$ cat src/rtl/core/periodic_deadline_timer_table_defines.svh
// assertion macros for the periodic deadline timer table
`ifndef PERIODIC_DEADLINE_TIMER_TABLE_DEFINES_SVH
`define PERIODIC_DEADLINE_TIMER_TABLE_DEFINES_SVH

`ifndef SYNTH
// antecedent implies consequent in the same cycle
`define PDTT_ASSERT_IMP(label, ante, cons) \
  label: assert property (@(posedge clk) disable iff (!rst_n) (ante) |-> (cons)) \
    else $error("pdtt assertion failed");
// antecedent implies consequent in the next cycle
`define PDTT_ASSERT_NXT(label, ante, cons) \
  label: assert property (@(posedge clk) disable iff (!rst_n) (ante) |=> (cons)) \
    else $error("pdtt assertion failed");
`else
`define PDTT_ASSERT_IMP(label, ante, cons)
`define PDTT_ASSERT_NXT(label, ante, cons)
`endif

`endif

$ cat src/rtl/core/pdtt_pkg.sv
// types and constants of the periodic deadline timer table
`default_nettype none

package pdtt_pkg;

  // time, period, seconds, handler id and kind widths
  localparam int TIME_W   = 48;
  localparam int PER_W    = 42;
  localparam int SEC_W    = 32;
  localparam int HID_W    = 8;
  localparam int KIND_W   = 3;

  // seconds to milliseconds
  localparam int MS_W = 10;
  localparam logic [MS_W-1:0] MS_PER_SEC = 10'd1000;

  // most fired results per tick
  localparam int MAX_RESULTS = 16;
  localparam int CNT_W       = $clog2(MAX_RESULTS + 1);

  // result kinds
  typedef logic [KIND_W-1:0] kind_t;
  localparam kind_t KIND_REG   = 3'd0;
  localparam kind_t KIND_PAST  = 3'd1;
  localparam kind_t KIND_FULL  = 3'd2;
  localparam kind_t KIND_FIRED = 3'd3;
  localparam kind_t KIND_NONE  = 3'd4;

  // sequencer states
  typedef enum logic [11:0] {
    S_IDLE     = 12'b0000_0000_0001,
    S_MUL_DL   = 12'b0000_0000_0010,
    S_MUL_PER  = 12'b0000_0000_0100,
    S_REG_CHK  = 12'b0000_0000_1000,
    S_REG_SCAN = 12'b0000_0001_0000,
    S_DUE_RD   = 12'b0000_0010_0000,
    S_DUE_CMP  = 12'b0000_0100_0000,
    S_SEL_RD   = 12'b0000_1000_0000,
    S_SEL_CMP  = 12'b0001_0000_0000,
    S_FIRE_RD  = 12'b0010_0000_0000,
    S_FIRE     = 12'b0100_0000_0000,
    S_NONE     = 12'b1000_0000_0000
  } state_t;

endpackage

`default_nettype wire

$ cat src/rtl/core/periodic_deadline_timer_table.sv
// Periodic deadline timer table: timer slots scanned by one shared comparator.
//
// Input channel in_*: one beat is one command. in_tuser is the command
// (0 register a timer, 1 tick). A register beat converts its deadline and
// period from seconds to milliseconds, rejects a deadline earlier than now
// and otherwise stores the timer in the lowest free slot, or reports a full
// table. A tick beat fires every armed slot whose deadline is earlier than
// now, earliest deadline first, lower slot on ties, at most 16 per tick.
// Output channel out_*: one beat per result, out_tlast on the final one.
// A register beat passes the shared multiplier twice, for the deadline and
// then the period, is checked against now, then takes a free-slot scan.
// A tick runs the due scan over every slot, then per fired timer a scan for
// the earliest due slot, a read of that slot and the report; a tick that fires
// nothing answers after the due and select scans. With the single comparator
// and single registered read port, each slot gets a read and a compare state.
// One command is worked on at a time; in_tready is high only between them.
// A result waits in the output register while the receiver stalls, and the
// sequencer holds until that register is free.
// Reset clears all slots and the output register; slot contents need none.
`default_nettype none
`include "periodic_deadline_timer_table_defines.svh"

module periodic_deadline_timer_table #(
  parameter int NUM_SLOTS = 16
) (
  input  wire logic         clk,
  input  wire logic         rst_n,
  // command beats
  input  wire logic         in_tvalid,
  output logic              in_tready,
  // now_ms[47:0], deadline_sec[79:48], period_sec[111:80], handler_id[119:112]
  input  wire logic [119:0] in_tdata,
  // cmd[0]
  input  wire logic [0:0]   in_tuser,
  // result beats
  output logic              out_tvalid,
  input  wire logic         out_tready,
  // handler_id[7:0]
  output logic [7:0]        out_tdata,
  // kind[2:0]
  output logic [2:0]        out_tuser,
  output logic              out_tlast
);

  import pdtt_pkg::*;

  localparam int IDX_W = (NUM_SLOTS > 1) ? $clog2(NUM_SLOTS) : 1;
  localparam logic [IDX_W-1:0] LAST_IDX = IDX_W'(NUM_SLOTS - 1);

  // control state
  state_t                 state_r, state_nxt;
  logic [IDX_W-1:0]       idx_r, idx_nxt;
  logic [IDX_W-1:0]       best_r, best_nxt;
  logic                   found_r, found_nxt;
  logic [NUM_SLOTS-1:0]   valid_r, valid_nxt;
  logic [NUM_SLOTS-1:0]   due_r, due_nxt;
  logic [CNT_W-1:0]       fire_cnt_r, fire_cnt_nxt;
  logic                   out_valid_r, out_valid_nxt;

  // payload registers
  logic [TIME_W-1:0]      now_r, now_nxt;
  logic [SEC_W-1:0]       dsec_r, dsec_nxt;
  logic [SEC_W-1:0]       psec_r, psec_nxt;
  logic [HID_W-1:0]       hid_r, hid_nxt;
  logic [PER_W-1:0]       dl_r, dl_nxt;
  logic [PER_W-1:0]       per_r, per_nxt;
  logic [TIME_W-1:0]      best_dl_r, best_dl_nxt;
  kind_t                  out_kind_r, out_kind_nxt;
  logic [HID_W-1:0]       out_id_r, out_id_nxt;
  logic                   out_last_r, out_last_nxt;

  // slot memories
  logic [TIME_W-1:0]      dl_mem  [NUM_SLOTS];
  logic [PER_W-1:0]       per_mem [NUM_SLOTS];
  logic [HID_W-1:0]       hid_mem [NUM_SLOTS];
  logic [TIME_W-1:0]      rd_dl_r;
  logic [PER_W-1:0]       rd_per_r;
  logic [HID_W-1:0]       rd_hid_r;
  logic [IDX_W-1:0]       rd_addr;
  logic [IDX_W-1:0]       wr_addr;
  logic                   dl_we, per_we, hid_we;
  logic [TIME_W-1:0]      dl_wdata;

  // shared units
  logic [TIME_W-1:0]      cmp_a, cmp_b;
  logic                   cmp_gt;
  logic [SEC_W-1:0]       mul_src;
  logic [PER_W-1:0]       mul_prod;
  logic [TIME_W:0]        rearm_sum;
  logic [TIME_W-1:0]      rearm_dl;
  logic [NUM_SLOTS-1:0]   due_left;
  logic                   emit_ok;
  logic                   fire_last;
  logic                   reg_store;

  assign in_tready  = (state_r == S_IDLE);
  assign out_tvalid = out_valid_r;
  assign out_tdata  = out_id_r;
  assign out_tuser  = out_kind_r;
  assign out_tlast  = out_last_r;

  // output register free for a new result
  assign emit_ok = !out_valid_r || out_tready;

  // shared multiplier, seconds to milliseconds
  assign mul_src  = (state_r == S_MUL_PER) ? psec_r : dsec_r;
  assign mul_prod = {{(PER_W-SEC_W){1'b0}}, mul_src} *
                    {{(PER_W-MS_W){1'b0}}, MS_PER_SEC};

  // shared comparator
  always_comb begin
    case (state_r)
      S_REG_CHK: begin
        cmp_a = now_r;
        cmp_b = {{(TIME_W-PER_W){1'b0}}, dl_r};
      end
      S_SEL_CMP: begin
        cmp_a = best_dl_r;
        cmp_b = rd_dl_r;
      end
      default: begin
        cmp_a = now_r;
        cmp_b = rd_dl_r;
      end
    endcase
  end
  assign cmp_gt = cmp_a > cmp_b;

  // rearm deadline, saturating
  assign rearm_sum = {1'b0, now_r} + {{(TIME_W-PER_W+1){1'b0}}, rd_per_r};
  assign rearm_dl  = rearm_sum[TIME_W] ? {TIME_W{1'b1}} : rearm_sum[TIME_W-1:0];

  // due slots left after the current fire
  assign due_left  = due_r & ~(NUM_SLOTS'(1) << best_r);
  assign fire_last = !(|due_left) || (fire_cnt_r == CNT_W'(MAX_RESULTS - 1));

  // memory addressing
  assign rd_addr  = ((state_r == S_FIRE_RD) || (state_r == S_FIRE)) ? best_r : idx_r;
  assign wr_addr  = (state_r == S_FIRE) ? best_r : idx_r;
  assign reg_store = (state_r == S_REG_SCAN) && !valid_r[idx_r] && emit_ok;

  // sequencer
  always_comb begin
    logic take;
    take          = 1'b0;
    state_nxt     = state_r;
    idx_nxt       = idx_r;
    best_nxt      = best_r;
    found_nxt     = found_r;
    valid_nxt     = valid_r;
    due_nxt       = due_r;
    fire_cnt_nxt  = fire_cnt_r;
    out_valid_nxt = out_valid_r && !out_tready;
    now_nxt       = now_r;
    dsec_nxt      = dsec_r;
    psec_nxt      = psec_r;
    hid_nxt       = hid_r;
    dl_nxt        = dl_r;
    per_nxt       = per_r;
    best_dl_nxt   = best_dl_r;
    out_kind_nxt  = out_kind_r;
    out_id_nxt    = out_id_r;
    out_last_nxt  = out_last_r;
    dl_we         = 1'b0;
    per_we        = 1'b0;
    hid_we        = 1'b0;
    dl_wdata      = {{(TIME_W-PER_W){1'b0}}, dl_r};

    case (state_r)
      // take a command beat
      S_IDLE: begin
        if (in_tvalid) begin
          now_nxt      = in_tdata[47:0];
          dsec_nxt     = in_tdata[79:48];
          psec_nxt     = in_tdata[111:80];
          hid_nxt      = in_tdata[119:112];
          idx_nxt      = '0;
          found_nxt    = 1'b0;
          fire_cnt_nxt = '0;
          state_nxt    = in_tuser[0] ? S_DUE_RD : S_MUL_DL;
        end
      end
      // deadline in milliseconds
      S_MUL_DL: begin
        dl_nxt    = mul_prod;
        state_nxt = S_MUL_PER;
      end
      // period in milliseconds
      S_MUL_PER: begin
        per_nxt   = mul_prod;
        state_nxt = S_REG_CHK;
      end
      // reject a deadline already passed
      S_REG_CHK: begin
        if (cmp_gt) begin
          if (emit_ok) begin
            out_valid_nxt = 1'b1;
            out_kind_nxt  = KIND_PAST;
            out_id_nxt    = hid_r;
            out_last_nxt  = 1'b1;
            state_nxt     = S_IDLE;
          end
        end else begin
          state_nxt = S_REG_SCAN;
        end
      end
      // look for the lowest free slot
      S_REG_SCAN: begin
        if (!valid_r[idx_r]) begin
          if (emit_ok) begin
            dl_we          = 1'b1;
            per_we         = 1'b1;
            hid_we         = 1'b1;
            valid_nxt[idx_r] = 1'b1;
            out_valid_nxt  = 1'b1;
            out_kind_nxt   = KIND_REG;
            out_id_nxt     = hid_r;
            out_last_nxt   = 1'b1;
            state_nxt      = S_IDLE;
          end
        end else if (idx_r == LAST_IDX) begin
          if (emit_ok) begin
            out_valid_nxt = 1'b1;
            out_kind_nxt  = KIND_FULL;
            out_id_nxt    = hid_r;
            out_last_nxt  = 1'b1;
            state_nxt     = S_IDLE;
          end
        end else begin
          idx_nxt = idx_r + 1'b1;
        end
      end
      // due scan, read one slot
      S_DUE_RD: begin
        state_nxt = S_DUE_CMP;
      end
      // due scan, compare with now
      S_DUE_CMP: begin
        due_nxt[idx_r] = valid_r[idx_r] && cmp_gt;
        if (idx_r == LAST_IDX) begin
          idx_nxt   = '0;
          state_nxt = S_SEL_RD;
        end else begin
          idx_nxt   = idx_r + 1'b1;
          state_nxt = S_DUE_RD;
        end
      end
      // earliest due slot, read one slot
      S_SEL_RD: begin
        state_nxt = S_SEL_CMP;
      end
      // earliest due slot, strict compare keeps the lower slot on ties
      S_SEL_CMP: begin
        take = due_r[idx_r] && (!found_r || cmp_gt);
        if (take) begin
          best_nxt    = idx_r;
          best_dl_nxt = rd_dl_r;
          found_nxt   = 1'b1;
        end
        if (idx_r == LAST_IDX) begin
          state_nxt = (found_r || take) ? S_FIRE_RD : S_NONE;
        end else begin
          idx_nxt   = idx_r + 1'b1;
          state_nxt = S_SEL_RD;
        end
      end
      // read period and handler of the chosen slot
      S_FIRE_RD: begin
        state_nxt = S_FIRE;
      end
      // report the fire, then rearm or free
      S_FIRE: begin
        if (emit_ok) begin
          out_valid_nxt = 1'b1;
          out_kind_nxt  = KIND_FIRED;
          out_id_nxt    = rd_hid_r;
          out_last_nxt  = fire_last;
          due_nxt       = due_left;
          fire_cnt_nxt  = fire_cnt_r + 1'b1;
          if (rd_per_r != '0) begin
            dl_we    = 1'b1;
            dl_wdata = rearm_dl;
          end else begin
            valid_nxt[best_r] = 1'b0;
          end
          if (fire_last) begin
            state_nxt = S_IDLE;
          end else begin
            idx_nxt   = '0;
            found_nxt = 1'b0;
            state_nxt = S_SEL_RD;
          end
        end
      end
      // nothing was due
      S_NONE: begin
        if (emit_ok) begin
          out_valid_nxt = 1'b1;
          out_kind_nxt  = KIND_NONE;
          out_id_nxt    = '0;
          out_last_nxt  = 1'b1;
          state_nxt     = S_IDLE;
        end
      end
      default: begin
        state_nxt = S_IDLE;
      end
    endcase
  end

  // control registers
  always_ff @(posedge clk) begin
    if (!rst_n) begin
      state_r     <= S_IDLE;
      idx_r       <= '0;
      best_r      <= '0;
      found_r     <= 1'b0;
      valid_r     <= '0;
      due_r       <= '0;
      fire_cnt_r  <= '0;
      out_valid_r <= 1'b0;
    end else begin
      state_r     <= state_nxt;
      idx_r       <= idx_nxt;
      best_r      <= best_nxt;
      found_r     <= found_nxt;
      valid_r     <= valid_nxt;
      due_r       <= due_nxt;
      fire_cnt_r  <= fire_cnt_nxt;
      out_valid_r <= out_valid_nxt;
    end
  end

  // payload registers
  always_ff @(posedge clk) begin
    now_r      <= now_nxt;
    dsec_r     <= dsec_nxt;
    psec_r     <= psec_nxt;
    hid_r      <= hid_nxt;
    dl_r       <= dl_nxt;
    per_r      <= per_nxt;
    best_dl_r  <= best_dl_nxt;
    out_kind_r <= out_kind_nxt;
    out_id_r   <= out_id_nxt;
    out_last_r <= out_last_nxt;
  end

  // slot memories, one write port and one registered read port
  always_ff @(posedge clk) begin
    if (dl_we) begin
      dl_mem[wr_addr] <= dl_wdata;
    end
    if (per_we) begin
      per_mem[wr_addr] <= per_r;
    end
    if (hid_we) begin
      hid_mem[wr_addr] <= hid_r;
    end
    rd_dl_r  <= dl_mem[rd_addr];
    rd_per_r <= per_mem[rd_addr];
    rd_hid_r <= hid_mem[rd_addr];
  end

  // checks
  `PDTT_ASSERT_NXT(a_busy_after_cmd, in_tvalid && in_tready, !in_tready)
  `PDTT_ASSERT_NXT(a_store_adds_slot, reg_store, $countones(valid_r) == $past($countones(valid_r)) + 1)
  `PDTT_ASSERT_IMP(a_none_only_unfired, state_r == S_NONE, fire_cnt_r == '0)

endmodule

`default_nettype wire
$ cat config.mk
export PLATFORM = sky130hd
export DESIGN_NAME = periodic_deadline_timer_table
export DESIGN_NICKNAME = d
export VERILOG_FILES = /design/src/rtl/core/pdtt_pkg.sv /design/src/rtl/core/periodic_deadline_timer_table.sv
export VERILOG_INCLUDE_DIRS = /design/src /design/src/rtl/core
export SDC_FILE = /design/constraint.sdc
export NUM_CORES = 2
export LEC_CHECK = 0
export BUFFER_PORTS_ARGS = -buffer_cell sky130_fd_sc_hd__buf_2
export CORE_MARGIN = 2
export CORE_UTILIZATION = 40
export DETAILED_ROUTE_END_ITERATION = 8
export GPL_TIMING_DRIVEN = 0
export SLEW_MARGIN = 20
export SYNTH_ARGS = -nofsm -noshare
export SYNTH_HDL_FRONTEND = slang
export SYNTH_SLANG_ARGS = --single-unit
$ cat constraint.sdc
create_clock -name clk -period 8.2 [get_ports clk]
set_clock_uncertainty 0.05 [all_clocks]
set_input_delay 0.82 -clock clk [delete_from_list [all_inputs] [get_ports clk]]
set_output_delay 0.82 -clock clk [all_outputs]
set_load 0.005 [all_outputs]
Word-level counts from Yosys, hierarchy flattened
Memory sizes are Yosys's and may differ from the RTL's. A register that Yosys moved wholly into a read port is not among the register bits.
Cells that the tools add are included.
{ "word_totals": {"mem_count": 3, "input_bits": 125, "mem_bits_rw": 1520, "reg_bits": 359, "word_cells": 188} }
{ "op_classes": {"n_lt_le_gt_ge": 5, "n_mux": 89, "shifts": 1, "n_eq_ne": 28, "bitwise_logic": 5, "n_addsub": 3, "mul": 1, "reduce_logical": 34} }
{ "memory_table": {"columns": ["memory", "words", "width", "rd", "rd_ports_with_merged_regs", "write_ports", "line_no", "rtl"], "rows": [
  ["dl_mem", 16, 48, 1, 1, 1, "periodic_deadline_timer_table.sv:73", "logic [TIME_W-1:0] dl_mem [NUM_SLOTS];"],
  ["per_mem", 16, 39, 1, 1, 1, "periodic_deadline_timer_table.sv:74", "logic [PER_W-1:0] per_mem [NUM_SLOTS];"],
  ["hid_mem", 16, 8, 1, 1, 1, "periodic_deadline_timer_table.sv:75", "logic [HID_W-1:0] hid_mem [NUM_SLOTS];"]
]} }
{ "op_table": {"columns": ["operator", "n"], "rows": [
  ["48-bit two-way mux", 6],
  ["12-bit one-hot mux with 12 select lines", 1],
  ["12-bit two-way mux", 8],
  ["16-bit two-way mux", 5],
  ["8-bit two-way mux", 8],
  ["16-bit one-hot mux with 2 select lines", 2],
  ["48-bit by 42-bit adder with 49-bit output", 1],
  ["48-bit > comparator", 1],
  ["42-bit nonzero test", 1],
  ["32-bit by 7-bit multiplier with 39-bit output (second input constant)", 1],
  ["16-bit bitwise AND", 2],
  ["32-bit two-way mux", 1],
  ["4-bit two-way mux", 8],
  ["16-bit NOT", 2],
  ["8-bit one-hot mux with 4 select lines", 1],
  ["1-bit two-way mux", 26],
  ["3-bit two-way mux", 8],
  ["2-bit inequality test (second input constant)", 10],
  ["4-bit one-hot mux with 5 select lines", 1],
  ["5-bit AND reduction", 4],
  ["16-bit bitwise mux", 1],
  ["16-bit bitwise OR", 1],
  ["16-bit OR reduction", 1],
  ["1-bit by 4-bit left shift with 16-bit output (first input constant)", 1],
  ["42 further kinds", 65]
]} }

Depth between registers and ports, before layout
{ "logic_depth": {"word_depth": 9, "depth_mapped": 28} }

Worst setup path after synthesis
OpenSTA, ideal clock, no wires.
{ "synth_timing": {"path_type": "register to register", "startpoint": "register state_r[4]", "endpoint": "register dl_r[40], data pin", "n_path_buf": 4, "period_less_slack_ns": 6.619, "arrival_ns": 6.297, "setup_time_ns": 0.273, "stages_incl_launch_ff": 27, "path_slack_ns": 1.581, "cell_sequence": "dfxtp_1 nor2_1 nand2_1 nor2_1 nand4b_1 buf_2 buf_2 buf_1 mux2i_1 fa_1 fa_1 inv_1 fa_1 inv_1 fa_1 inv_1 ha_1 clkbuf_1 a21oi_1 o21ai_0 nor2_1 or4b_1 a31oi_1 nor2b_1 o21ai_0 a211oi_1 xor2_1"} }
{ "synth_via": {"elab_chain_cells": 3} }
{ "synth_lines": {"columns": ["item", "line_no", "rtl"], "rows": [
  ["start, declared", "periodic_deadline_timer_table.sv:51", "state_t state_r, state_nxt;"],
  ["start signal, assigned", "periodic_deadline_timer_table.sv:323", "state_r <= state_nxt;"],
  ["12-bit by 3-bit == test with 1-bit output", "periodic_deadline_timer_table.sv:106", "assign mul_src = (state_r == S_MUL_PER) ? psec_r : dsec_r;"],
  ["32-bit two-way mux", "periodic_deadline_timer_table.sv:106", null],
  ["32-bit by 7-bit multiplier with 39-bit output", "periodic_deadline_timer_table.sv:107", "assign mul_prod = {{(PER_W-SEC_W){1'b0}}, mul_src} *"],
  ["via mul_prod[40]", "periodic_deadline_timer_table.sv:88", "logic [PER_W-1:0] mul_prod;"],
  ["end signal, assigned", "periodic_deadline_timer_table.sv:340", "dl_r <= dl_nxt;"],
  ["end, declared", "periodic_deadline_timer_table.sv:65", "logic [PER_W-1:0] dl_r, dl_nxt;"]
]} }
The timed path passes the listed nets, and every way through them passes these cells.
A chain may end at the register's enable or synchronous reset.

Final worst setup path
{ "layout_timing": {"startpoint": "register state_r[4]", "endpoint": "register dl_r[39], data pin"} }
The elaborated chain is that of the path after synthesis.

==> metrics.yaml <==
cp_max_fo: 10
grt_first_pass_wirelength_um: 314000
vias: 43900
avgRoutedWirePerCell_um: 28.3
critical_path_class: "reg2reg"
clk_latency_ps: 860
hold_ws_ps: 94.5
cts_made_buffers: 196
grt_antenna_before_repair: 13
drv_slew: 0
root_buffer: "clkbuf_16"
area_growth_syn_to_layout_pct: 17.1
via_per_inst: 5.67
cts_tree: "built"
final_antenna_net_count: 0
syn_nets: 4842
fin_crit_ps: 7650
ys.flop_type: "edfxtp_1"
place_ws_ps: -982
startpoint_type: "flip-flop"
clk_pin_slew_ps: 60
fp.dieW_um: 453
gp_congestion: 0.911
worst_pin_slew_ps: 1190
endpoint_kind: "flip-flop"
grt_setup_unrepaired: "yes"
cts_sinks: 1932
synth.area.top_cells: "edfxtp_1 (66%), mux4_2 (11%), dfxtp_1 (3.8%), ha_1 (2.5%), fa_1 (2.4%)"
fmax_mhz: 131
maxSlewHeadroom_pct: 20.0
synth_edf_count: 1778
htreeDepth: 4
hold_viol_final: 0
synth.distinct_cells: 84
grt_overflow: 0
core_area_um2: 200000
routed_wl_um: 220000
async_reset_ff_share_pct: 0
setup_viol: 0
place_inst: 7350
peakVddDrop_mv: 0.741
clockBufferDepth: 3
ys_seq_area_share_pct: 70.1
dr.first_iter.drc_count: 4782
post-route-util_pct: 47.2
fin_cells: 7752
fin_crit_sh_pct: 93.3
drt_first_pass_iters: 7
dieArea_um2: 205000
worstPathRequired_ps: 8700
arrival_ps: 8150
final_layout_size_suffix_gt1_share_pct: 24.2
grt_pass1_vias: 43900
drc: 0
maxCapViolCount: 0
p_leak_nw: 32.1
die_h_um: 453
grtUsageTotal_pct: 21.3
fillers: 16700
port_buffers: 137
report.power.total_mw: 34.2
fin_nets: 5301
ys_ff_latch: 1932
status: "completed"
grt_max_degree: 88
boundaryPins: 139
rows: 164
finalWorstSetupSlack_ps: 548
synth_area_leader_cell: "edfxtp_1"
detailed_place_hpwl_um: 153000
hp-class: "in2reg"
netlist_area_um2: 80600
start_util_pct: 40.3
avgSynthCellArea_um2: 18.1
synthCells: 4462
p_per_area_nw_per_um2: 363
synth_top_area_share_pct: 66.3
ys_warn_count: 0
metal layers:
metal,vias up,track usage (%),routed length (µm)
met4,0,5.63,5590
met3,290,3.82,15800
met5,-,0,0
li1,18800,-,-
met1,23100,30.3,94200
met2,1735,33.9,104000
area by class of cell:
class	instances	area, µm²	area share (%)
well taps	2656	3320	3.52
flip-flops and latches	1932	56500	59.8
clock inverters	114	1310	1.39
diodes	7	17.5	0.0186
clock buffers	252	5320	5.64
multi-input cells	2191	23600	25.0
inverters	144	551	0.583
repair buffers	261	2850	3.02
plain buffers	195	910	0.964
path summary, 6_finish.rpt:
path,end,from,cells past startpoint,slack (ps)
max reg2reg,dl_r[39],state_r[4],24,550
min,now_r[37],in_tdata[37],1,90
max,dl_r[39],state_r[4],24,550
min reg2reg,best_dl_r[23],rd_dl_r[23],0,390
where the power goes:
part	internal [mW]	total [mW]	switching, mW
Clock	5.23	9.12	3.90
Combinational	4.17	12.8	8.63
Sequential	12.1	12.3	0.252
cell usage in the layout, fill, tap and decap left out, drive strengths merged, types with 21 or more instances in the layout:
cell,Yosys,routed
a21boi,21,21
a21o,33,33
a21oi,131,131
a22oi,191,191
a31oi,47,47
buf,83,343
clkbuf,112,365
clkinv,0,77
dfxtp,154,154
edfxtp,1778,1778
fa,97,97
ha,158,158
inv,144,157
mux2,47,47
mux2i,80,80
mux4,390,390
nand2,221,221
nand2b,25,25
nand3,43,43
nand4,27,27
nor2,180,180
nor2b,28,28
nor3,25,25
o21ai,78,78
or2,22,22
xnor2,79,79
xor2,33,33
cells by family after synthesis:
| family | share of synthesized area [%] |
|---|---|
| DFF | 70.1 |
| and+or+nand+nor | 3.75 |
| AOI/OAI and AO/OA | 5.52 |
| muxes | 12.6 |
| buffers and inverters | 1.77 |
| adders and majority gates | 5.06 |
| xor gates and xnor gates | 1.22 |
sequential cells by signal, summed over array words and instances, names as in the netlist, 5 cells and up:
register and count:
per_r 39, best_dl_r 48, rd_hid_r 8, valid_r 16
psec_r 32, per_mem 624, rd_dl_r 48, state_r 12
hid_r 8, now_r 48, dl_r 39, dsec_r 32
fire_cnt_r 5, out_tdata 8, rd_per_r 39, due_r 16
hid_mem 128, dl_mem 768
timing repair:
action,4_1_cts,5_1_grt
setup buffers,4,25
gates resized for setup,34,45
setup endpoints to repair,24,20
pin swaps,3,3
hold buffers,0,0
critical path, cell delays in order (launching register included):
cell	delay (ps)
dfxtp_1	380
nor2_2	190
nand2_1	130
nor2_1	140
nand4b_1	660
buf_6	400
buf_4	250
mux2i_4	260
buf_4	180
maj3_1	380
fa_1	570
fa_1	450
fa_1	530
inv_1	50
ha_1	260
clkbuf_2	170
nand4_1	220
nor2b_1	160
o211ai_1	150
a21boi_0	380
a31oi_2	200
o31ai_1	290
and4_1	290
a2111oi_4	60
xnor2_2	530
synth_stat cells, types with 72 or more instances:
library cell	number
a22oi_1	191
mux4_2	390
inv_1	144
clkbuf_1	111
nor2_1	180
a21oi_1	130
dfxtp_1	154
fa_1	97
nand2_1	219
edfxtp_1	1778
o21ai_0	78
xnor2_1	79
mux2i_1	72
ha_1	158
metrics by stage:
step,instance area [µm²],setup TNS [ps]
2_1_floorplan,80600,0
3_5_place_dp,87000,-11460
3_3_place_gp,84600,-287120
5_1_grt,94300,-210
4_1_cts,93900,0
6_report,94400,0
Power figures use the tool's default switching activity.
